`src/irfd_pkg.sv`:
```
// Shared types and constants of the IR remote frame decoder.
// No dependencies; used by every other file of the block but the macros header.
package irfd_pkg;

  localparam int unsigned TimeW    = 32;
  localparam int unsigned CfgDataW = 32;
  localparam int unsigned CfgIdxW  = 3;
  localparam int unsigned ByteW    = 8;
  localparam int unsigned IdxW     = 6;

  // Register indexes of the configuration port
  typedef enum logic [CfgIdxW-1:0] {
    REG_START_MIN = 3'd0,
    REG_START_MAX = 3'd1,
    REG_ZERO_MIN  = 3'd2,
    REG_ZERO_MAX  = 3'd3,
    REG_ONE_MIN   = 3'd4,
    REG_ONE_MAX   = 3'd5
  } cfg_reg_e;

  // Reset values of the gap windows, in counter ticks
  localparam logic [CfgDataW-1:0] StartMinRst = 32'd520000;
  localparam logic [CfgDataW-1:0] StartMaxRst = 32'd560000;
  localparam logic [CfgDataW-1:0] ZeroMinRst  = 32'd33750;
  localparam logic [CfgDataW-1:0] ZeroMaxRst  = 32'd56250;
  localparam logic [CfgDataW-1:0] OneMinRst   = 32'd78750;
  localparam logic [CfgDataW-1:0] OneMaxRst   = 32'd101250;

  // Edge counter codes within a frame
  localparam logic [IdxW-1:0] IdxIdle    = 6'd0;
  localparam logic [IdxW-1:0] IdxLeader  = 6'd1;
  localparam logic [IdxW-1:0] IdxBit0    = 6'd2;
  localparam logic [IdxW-1:0] FrameEdges = 6'd34;

  typedef struct packed {
    logic [TimeW-1:0] start_min;
    logic [TimeW-1:0] start_max;
    logic [TimeW-1:0] zero_min;
    logic [TimeW-1:0] zero_max;
    logic [TimeW-1:0] one_min;
    logic [TimeW-1:0] one_max;
  } cfg_regs_t;

  // Verdict on one gap
  typedef struct packed {
    logic start_ok;
    logic bit_ok;
    logic bit_val;
  } gap_class_t;

  typedef struct packed {
    logic [ByteW-1:0] address;
    logic [ByteW-1:0] command;
    logic             frame_ok;
    logic [ByteW-1:0] held_code;
  } frame_res_t;

endpackage

```
`src/irfd_if.sv`:
```
// Valid/ready channel interfaces of the IR remote frame decoder.
// Depends on irfd_pkg for the field widths.
interface irfd_edge_if;
  import irfd_pkg::*;
  logic             valid;
  logic             ready;
  logic [TimeW-1:0] edge_time;

  modport source (output valid, output edge_time, input ready);
  modport sink   (input valid, input edge_time, output ready);
endinterface

interface irfd_frame_if;
  import irfd_pkg::*;
  logic             valid;
  logic             ready;
  logic [ByteW-1:0] address;
  logic [ByteW-1:0] command;
  logic             frame_ok;
  logic [ByteW-1:0] held_code;

  modport source (output valid, output address, output command, output frame_ok,
                  output held_code, input ready);
  modport sink   (input valid, input address, input command, input frame_ok,
                  input held_code, output ready);
endinterface

```
`src/ir_remote_frame_decoder.sv`:
```
// IR remote frame decoder: takes falling-edge timestamps and emits one result
// word per complete frame (leader and 32 data bits). An accepted edge is held in the
// input register; while it sits there, the gap subtract, the eight window compares
// and the frame state update run, and a result is written to the output register.
// Sustained rate is one edge per cycle, limited only by the output register:
// while a result waits unread, one more edge is held in the input register,
// then ready drops. The user writes windows through the cfg port only while
// no frame is in flight; the block itself does not enforce this.
// Depends on irfd_pkg, irfd_if, irfd_cfg_regs, irfd_gap_class, irfd_frame_core.
module ir_remote_frame_decoder (
  input  logic                         clk_i,
  input  logic                         rst_ni,
  input  logic                         cfg_we_i,
  input  logic [irfd_pkg::CfgIdxW-1:0]  cfg_idx_i,
  input  logic [irfd_pkg::CfgDataW-1:0] cfg_wdata_i,
  irfd_edge_if.sink                    edge_i,
  irfd_frame_if.source                 frame_o
);
  import irfd_pkg::*;

  cfg_regs_t        regs;
  gap_class_t       gap_cls;
  frame_res_t       res;
  logic             res_valid;
  logic [TimeW-1:0] prev_time;

  logic             in_valid_q, in_valid_d;
  logic [TimeW-1:0] in_time_q;
  logic             step;
  logic             take;

  // Input register handshake
  assign step        = in_valid_q && (!res_valid || frame_o.ready);
  assign edge_i.ready = !in_valid_q || step;
  assign take        = edge_i.valid && edge_i.ready;

  always_comb begin
    in_valid_d = in_valid_q;
    if (take) begin
      in_valid_d = 1'b1;
    end else if (step) begin
      in_valid_d = 1'b0;
    end
  end

  always_ff @(posedge clk_i or negedge rst_ni) begin
    if (!rst_ni) begin
      in_valid_q <= 1'b0;
    end else begin
      in_valid_q <= in_valid_d;
    end
  end

  always_ff @(posedge clk_i) begin
    if (take) begin
      in_time_q <= edge_i.edge_time;
    end
  end

  irfd_cfg_regs u_cfg (
    .clk_i       (clk_i),
    .rst_ni      (rst_ni),
    .cfg_we_i    (cfg_we_i),
    .cfg_idx_i   (cfg_idx_i),
    .cfg_wdata_i (cfg_wdata_i),
    .regs_o      (regs)
  );

  irfd_gap_class u_class (
    .edge_time_i (in_time_q),
    .prev_time_i (prev_time),
    .regs_i      (regs),
    .class_o     (gap_cls)
  );

  irfd_frame_core u_core (
    .clk_i       (clk_i),
    .rst_ni      (rst_ni),
    .step_i      (step),
    .edge_time_i (in_time_q),
    .class_i     (gap_cls),
    .res_ready_i (frame_o.ready),
    .prev_time_o (prev_time),
    .res_valid_o (res_valid),
    .res_o       (res)
  );

  // Result channel
  assign frame_o.valid     = res_valid;
  assign frame_o.address   = res.address;
  assign frame_o.command   = res.command;
  assign frame_o.frame_ok  = res.frame_ok;
  assign frame_o.held_code = res.held_code;

endmodule

```
`src/irfd_cfg_regs.sv`:
```
// Gap window register file of the IR remote frame decoder.
// Depends on irfd_pkg.
module irfd_cfg_regs (
  input  logic                         clk_i,
  input  logic                         rst_ni,
  input  logic                         cfg_we_i,
  input  logic [irfd_pkg::CfgIdxW-1:0]  cfg_idx_i,
  input  logic [irfd_pkg::CfgDataW-1:0] cfg_wdata_i,
  output irfd_pkg::cfg_regs_t          regs_o
);
  import irfd_pkg::*;

  cfg_regs_t regs_q, regs_d;

  // Write decode; unknown indexes are ignored
  always_comb begin
    regs_d = regs_q;
    if (cfg_we_i) begin
      case (cfg_reg_e'(cfg_idx_i))
        REG_START_MIN: regs_d.start_min = cfg_wdata_i;
        REG_START_MAX: regs_d.start_max = cfg_wdata_i;
        REG_ZERO_MIN:  regs_d.zero_min  = cfg_wdata_i;
        REG_ZERO_MAX:  regs_d.zero_max  = cfg_wdata_i;
        REG_ONE_MIN:   regs_d.one_min   = cfg_wdata_i;
        REG_ONE_MAX:   regs_d.one_max   = cfg_wdata_i;
        default:       regs_d = regs_q;
      endcase
    end
  end

  always_ff @(posedge clk_i or negedge rst_ni) begin
    if (!rst_ni) begin
      regs_q.start_min <= StartMinRst;
      regs_q.start_max <= StartMaxRst;
      regs_q.zero_min  <= ZeroMinRst;
      regs_q.zero_max  <= ZeroMaxRst;
      regs_q.one_min   <= OneMinRst;
      regs_q.one_max   <= OneMaxRst;
    end else begin
      regs_q <= regs_d;
    end
  end

  assign regs_o = regs_q;

endmodule

```
`src/irfd_gap_class.sv`:
```
// Gap measurement and window classification of the IR remote frame decoder.
// Depends on irfd_pkg.
module irfd_gap_class (
  input  logic [irfd_pkg::TimeW-1:0] edge_time_i,
  input  logic [irfd_pkg::TimeW-1:0] prev_time_i,
  input  irfd_pkg::cfg_regs_t        regs_i,
  output irfd_pkg::gap_class_t       class_o
);
  import irfd_pkg::*;

  logic [TimeW-1:0] gap;
  logic             in_zero;
  logic             in_one;

  // Gap wraps modulo 2^32 with the counter
  assign gap = edge_time_i - prev_time_i;

  // Inclusive windows
  assign in_zero = (gap >= regs_i.zero_min) && (gap <= regs_i.zero_max);
  assign in_one  = (gap >= regs_i.one_min) && (gap <= regs_i.one_max);

  assign class_o.start_ok = (gap >= regs_i.start_min) && (gap <= regs_i.start_max);
  assign class_o.bit_ok   = in_zero || in_one;
  // A one bit needs the gap strictly inside the one window
  assign class_o.bit_val  = (gap > regs_i.one_min) && (gap < regs_i.one_max);

endmodule

```
`src/irfd_frame_core.sv`:
```
// Frame state and result register of the IR remote frame decoder.
// Depends on irfd_pkg.
module irfd_frame_core (
  input  logic                       clk_i,
  input  logic                       rst_ni,
  input  logic                       step_i,
  input  logic [irfd_pkg::TimeW-1:0] edge_time_i,
  input  irfd_pkg::gap_class_t       class_i,
  input  logic                       res_ready_i,
  output logic [irfd_pkg::TimeW-1:0] prev_time_o,
  output logic                       res_valid_o,
  output irfd_pkg::frame_res_t       res_o
);
  import irfd_pkg::*;

  logic [IdxW-1:0]  idx_q, idx_d;
  logic [TimeW-1:0] prev_q, prev_d;
  logic [TimeW-1:0] bits_q, bits_d;
  logic [ByteW-1:0] last_q, last_d;
  logic             res_valid_q, res_valid_d;
  frame_res_t       res_q, res_d;

  logic [IdxW-1:0]  idx_inc;
  logic [4:0]       bit_pos;
  logic [TimeW-1:0] bits_new;
  logic             emit;
  logic             ok;
  logic [ByteW-1:0] held;

  assign idx_inc  = idx_q + 6'd1;
  assign bit_pos  = idx_q[4:0] - 5'd2;
  assign bits_new = bits_q | ({{(TimeW-1){1'b0}}, class_i.bit_val} << bit_pos);

  // Byte check on the completed word
  assign ok   = (bits_new[7:0] == ~bits_new[15:8]) && (bits_new[23:16] == ~bits_new[31:24]);
  assign held = ok ? bits_new[23:16] : last_q;

  // Frame sequencing per accepted edge
  always_comb begin
    idx_d  = idx_q;
    prev_d = prev_q;
    bits_d = bits_q;
    emit   = 1'b0;
    if (step_i) begin
      case (idx_q)
        IdxIdle: begin
          prev_d = edge_time_i;
          bits_d = '0;
          idx_d  = IdxLeader;
        end
        IdxLeader: begin
          if (class_i.start_ok) begin
            prev_d = edge_time_i;
            idx_d  = IdxBit0;
          end else begin
            idx_d = IdxIdle;
          end
        end
        default: begin
          if (!class_i.bit_ok) begin
            idx_d = IdxIdle;
          end else begin
            bits_d = bits_new;
            prev_d = edge_time_i;
            if ((idx_inc >= FrameEdges) || (idx_inc == IdxIdle)) begin
              emit  = 1'b1;
              idx_d = IdxIdle;
            end else begin
              idx_d = idx_inc;
            end
          end
        end
      endcase
    end
  end

  // Result register and held code
  always_comb begin
    last_d      = last_q;
    res_d       = res_q;
    res_valid_d = res_valid_q;
    if (emit) begin
      last_d          = held;
      res_d.address   = bits_new[7:0];
      res_d.command   = bits_new[23:16];
      res_d.frame_ok  = ok;
      res_d.held_code = held;
      res_valid_d     = 1'b1;
    end else if (res_ready_i) begin
      res_valid_d = 1'b0;
    end
  end

  always_ff @(posedge clk_i or negedge rst_ni) begin
    if (!rst_ni) begin
      idx_q       <= IdxIdle;
      prev_q      <= '0;
      bits_q      <= '0;
      last_q      <= '0;
      res_valid_q <= 1'b0;
    end else begin
      idx_q       <= idx_d;
      prev_q      <= prev_d;
      bits_q      <= bits_d;
      last_q      <= last_d;
      res_valid_q <= res_valid_d;
    end
  end

  // Payload only, no reset
  always_ff @(posedge clk_i) begin
    res_q <= res_d;
  end

  assign prev_time_o = prev_q;
  assign res_valid_o = res_valid_q;
  assign res_o       = res_q;

endmodule

```
`src/flat_wrapper.sv`:
```
// flat-port wrapper written by rule: the top's interface ports become plain ports
module ir_remote_frame_decoder_flat import irfd_pkg::*;
  (clk_i, rst_ni, cfg_we_i, cfg_idx_i, cfg_wdata_i, edge_i_valid, edge_i_edge_time, edge_i_ready, frame_o_valid, frame_o_address, frame_o_command, frame_o_frame_ok, frame_o_held_code, frame_o_ready);
  irfd_edge_if edge_i_i ();
  irfd_frame_if frame_o_i ();
  input  logic clk_i;
  input  logic rst_ni;
  input  logic cfg_we_i;
  input  logic [irfd_pkg::CfgIdxW-1:0] cfg_idx_i;
  input  logic [irfd_pkg::CfgDataW-1:0] cfg_wdata_i;
  input wire logic [$bits(edge_i_i.valid)-1:0] edge_i_valid;
  input wire logic [$bits(edge_i_i.edge_time)-1:0] edge_i_edge_time;
  output wire logic [$bits(edge_i_i.ready)-1:0] edge_i_ready;
  output wire logic [$bits(frame_o_i.valid)-1:0] frame_o_valid;
  output wire logic [$bits(frame_o_i.address)-1:0] frame_o_address;
  output wire logic [$bits(frame_o_i.command)-1:0] frame_o_command;
  output wire logic [$bits(frame_o_i.frame_ok)-1:0] frame_o_frame_ok;
  output wire logic [$bits(frame_o_i.held_code)-1:0] frame_o_held_code;
  input wire logic [$bits(frame_o_i.ready)-1:0] frame_o_ready;
  assign edge_i_i.valid = edge_i_valid;
  assign edge_i_i.edge_time = edge_i_edge_time;
  assign edge_i_ready = edge_i_i.ready;
  assign frame_o_valid = frame_o_i.valid;
  assign frame_o_address = frame_o_i.address;
  assign frame_o_command = frame_o_i.command;
  assign frame_o_frame_ok = frame_o_i.frame_ok;
  assign frame_o_held_code = frame_o_i.held_code;
  assign frame_o_i.ready = frame_o_ready;
  ir_remote_frame_decoder u_core (.clk_i(clk_i), .rst_ni(rst_ni), .cfg_we_i(cfg_we_i), .cfg_idx_i(cfg_idx_i), .cfg_wdata_i(cfg_wdata_i), .edge_i(edge_i_i), .frame_o(frame_o_i));
endmodule
```
`config.mk`:
```
export PLATFORM = sky130hd
export DESIGN_NAME = ir_remote_frame_decoder_flat
export DESIGN_NICKNAME = d
export VERILOG_FILES = /design/src/irfd_pkg.sv /design/src/irfd_if.sv /design/src/ir_remote_frame_decoder.sv /design/src/irfd_cfg_regs.sv /design/src/irfd_gap_class.sv /design/src/irfd_frame_core.sv /design/src/flat_wrapper.sv
export SDC_FILE = /design/constraint.sdc
export NUM_CORES = 1
export LEC_CHECK = 0
export BUFFER_PORTS_ARGS = -buffer_cell sky130_fd_sc_hd__buf_4
export CAP_MARGIN = 20
export CORE_UTILIZATION = 62
export CTS_BUF_LIST = sky130_fd_sc_hd__clkbuf_8
export DETAILED_ROUTE_END_ITERATION = 7
export GPL_ROUTABILITY_DRIVEN = 0
export GPL_TIMING_DRIVEN = 0
export MAX_ROUTING_LAYER = met4
export PLACE_DENSITY = 0.89
export SYNTH_ARGS = -nofsm -noshare
export SYNTH_HDL_FRONTEND = slang
export SYNTH_SLANG_ARGS = --single-unit
```
`constraint.sdc`:
```
create_clock -name clk_i -period 25.6 [get_ports clk_i]
set_input_delay 5.12 -clock clk_i [delete_from_list [all_inputs] [get_ports clk_i]]
set_output_delay 5.12 -clock clk_i [all_outputs]
set_load 0.05 [all_outputs]
```
==> flow_metrics.env <==
export IMPL_dp_hpwl_um=36900
export IMPL_status="complete, no violations"
export IMPL_synth_ff_type="dfrtp_1"
export IMPL_fin_crit_sh_pct=41.98
export IMPL_dieArea_sq_um=32040
export IMPL_nets=2405
export IMPL_cts_tree="built"
export IMPL_grt_max_degree=101
export IMPL_cts_sinks=329
export IMPL_clk_insertion_delay_late_ns=0.61
export IMPL_rsz0062_at_grt="false"
export IMPL_antenna_cells=0
export IMPL_synth_top_area_cell="dfrtp_1"
export IMPL_grtUsageTotal_pct=34.59
export IMPL_critPathMostFrequentCell="buf_4"
export IMPL_slowest_stage="buf_4"
export IMPL_io_pins=99
export IMPL_port_buffers=96
export IMPL_tightest_slew_ns=1.107
export IMPL_slew_headroom_pct=25.65
export IMPL_highest_layer="met4"
export IMPL_critPathMaxStageDelay_ns=0.21
export IMPL_min_path_type="register to register"
export IMPL_powerDensity_nw_per_um2=133.2
export IMPL_required_ns=20.48
export IMPL_die_h_um=179
export IMPL_fin_tns_setup_ns=0
export IMPL_final_cell_mix="inv_1, ha_1, dfrtp_1"
export IMPL_avgViaCountPerCell=6.392
export IMPL_multi_input_area_sq_um=9711
export IMPL_cts_hold_buf=0
export IMPL_vias=16270
export IMPL_yosys_warnings=0
export IMPL_cts_resized=0
export IMPL_wl_met2_um=24130
export IMPL_regArea_sq_um=8584
export IMPL_grt_antenna_before_repair=0
export IMPL_drv_cap=0
export IMPL_max_clock_path_buffers=3
export IMPL_grt_overflow=0
export IMPL_dr_pass1_iters=7
export IMPL_setup_viol=0
export IMPL_netlist_area_leader_share_pct=28.21
export IMPL_fin_ws_ns=14.85
export IMPL_m1WireLength_um=19020
export IMPL_first_iter_violations=1808
export IMPL_async_flop_share_pct=82.67
export IMPL_cts_setup_buffers=0
export IMPL_drive_gt1_share_pct=17.96
export IMPL_grt_pass1_vias=16440
export IMPL_pre_cts_slack_ns=14.85
export IMPL_cts_htree_levels=2
export IMPL_p_leak_nw=10.41
export IMPL_cts_buffers=54
export IMPL_crit_arrival_ns=5.63
export IMPL_netlist_area_sq_um=19420
export IMPL_grt_first_pass_wirelength_um=83010
export IMPL_cp_end_kind="output pin"
export IMPL_synth_area_leaders="dfrtp_1, ha_1, edfxtp_1"
export IMPL_synth_seq_cells=329
export IMPL_hold_viol_final=0
export IMPL_layout_commonest_cell="inv_1"
export IMPL_slew_viol_final=0
export IMPL_core_sq_um=30670
export IMPL_wl_per_cell_um=20.44
export IMPL_p_total_mw=2.922
export IMPL_drc_errors=0
export IMPL_n_fill_cell=2065
export IMPL_syn_inst=1941
export IMPL_cp_start_kind="input pin"
export IMPL_synth_fp_nets=2243
export IMPL_yosysUniqueCellTypes=77
export IMPL_area_growth_pct=12.96
export IMPL_clkSlewWorstSetupHoldPaths_ns=0.05
export IMPL_ant_nets=0
export IMPL_die_w_um=179
export IMPL_wl_um=52020
export IMPL_routed_wl_met3_um=5278
export IMPL_synth_edff_count=57
export IMPL_initial_core_util_pct=63.33
export IMPL_avgSynthCellArea_sq_um=10.01
export IMPL_cts_root_buf="clkbuf_8"
export IMPL_rows=64
export IMPL_crit_chain="buf_4 > nand3b_1 > buf_4"
export IMPL_crit_type="input pin to output pin"
export IMPL_crit_fanout=3
export IMPL_peakVddDrop_uv=97.23
export IMPL_period_minus_slack_ns=10.75
export IMPL_worst_clock_skew_ns=0.03795
export IMPL_fmax_mhz=93.05
export IMPL_seq_area_frac_synth_pct=44.20
## kinds of logic (layout without fill, tap and decap cells)
family,after synthesis,count (layout),synth area share [%]
AOI/OAI and AO/OA,479,479,15.31
xor gates and xnor gates,36,36,1.662
adders and majority gates,230,230,14.85
buffers and inverters,302,510,5.881
DFF,329,329,44.20
muxes,123,123,7.170
and+or+nand+nor,442,442,10.93
## worst paths after layout
kind | cells after the start | start | slack (ns) | end
worst max register to register | 28 | u_core.in_time_q[0]$_DFFE_PP_ | 16.67 | u_core.u_core.prev_time_o[1]$_DFFE_PN0P_
min in group asynchronous | 1 | rst_ni | 4.50 | u_core.u_core.last_q[0]$_DFFE_PN0P_
worst max-delay path | 3 | frame_o_ready | 14.85 | edge_i_ready
worst min-delay path | 1 | u_core.u_core.prev_time_o[20]$_DFFE_PN0P_ | 0.49 | u_core.u_core.prev_time_o[20]$_DFFE_PN0P_
worst min register to register | 1 | u_core.u_core.prev_time_o[20]$_DFFE_PN0P_ | 0.49 | u_core.u_core.prev_time_o[20]$_DFFE_PN0P_
max in group asynchronous | 2 | rst_ni | 20.07 | u_core.u_core.prev_time_o[29]$_DFFE_PN0P_
## stage by stage
step / utilization [%] / cells / cell area (sq um) / hold slack (ns)
4_1_cts: 71.49 / 2543 / 21930 / 0.4972
3_3_place_gp: 67.30 / 2433 / 20640 / 0.4691
5_1_grt: 71.54 / 2545 / 21940 / 0.5103
3_5_place_dp: 67.70 / 2441 / 20760 / 0.4855
2_1_floorplan: - / 1941 / 19420 / 0.4602
6_report: 71.54 / 2545 / 21940 / 0.4939
## cell usage after synthesis, types with 5 or more instances
cell / number
a211oi_1: 11
a21o_1: 62
a21oi_1: 85
a221o_1: 5
a22oi_1: 13
a31o_2: 9
a31oi_1: 16
and2_1: 7
and3_1: 8
buf_2: 7
clkbuf_1: 46
dfrtp_1: 219
dfstp_2: 53
edfxtp_1: 57
ha_1: 229
inv_1: 248
mux2_1: 9
mux2_2: 110
nand2_1: 190
nand2b_1: 8
nand3_1: 30
nand4_1: 42
nor2_1: 72
nor2b_1: 13
nor3_1: 23
nor4_1: 9
o211ai_1: 14
o21a_1: 16
o21ai_0: 191
o21bai_1: 5
o31ai_1: 6
or2_2: 7
or3_1: 7
or4_1: 5
xnor2_1: 23
xor2_1: 12
## area by class of cell
cell class,instances,area share [%]
multi-input combinational,1310,44.26
sequential,329,39.13
clock buffer,68,4.266
inverter,248,4.243
timing repair buffer,106,3.849
tap,396,2.258
clock inverter,34,1.038
buffer,54,0.9637
## sequential cells by signal (all words and copies together), names as in the netlist
signal                     flops
u_core.in_time_q              32
u_core.u_core.res_o           25
u_core.u_core.last_q           8
u_core.u_cfg.regs_o          192
u_core.in_valid_q              1
u_core.u_core.bits_q          32
u_core.u_core.res_valid_o      1
u_core.u_core.idx_q            6
u_core.u_core.prev_time_o     32
## per-layer routing
metal  vias up  track usage (%)
met4         0            22.88
met1      7816            40.27
met5         -                -
li1       7196                -
met3       292            8.376
met2       964            53.30
## critical path: cells and delay by family
family                 cells  cell delay (ns)
AND/OR/NAND/NOR            1             0.18
buffers and inverters      2             0.32
## where the power goes
part | switching (mW) | total [mW] | internal, mW
Clock | 0.217 | 0.487 | 0.270
Sequential | 0.0600 | 0.715 | 0.655
Combinational | 1.06 | 1.72 | 0.662
(Power assumes the default switching activity.)
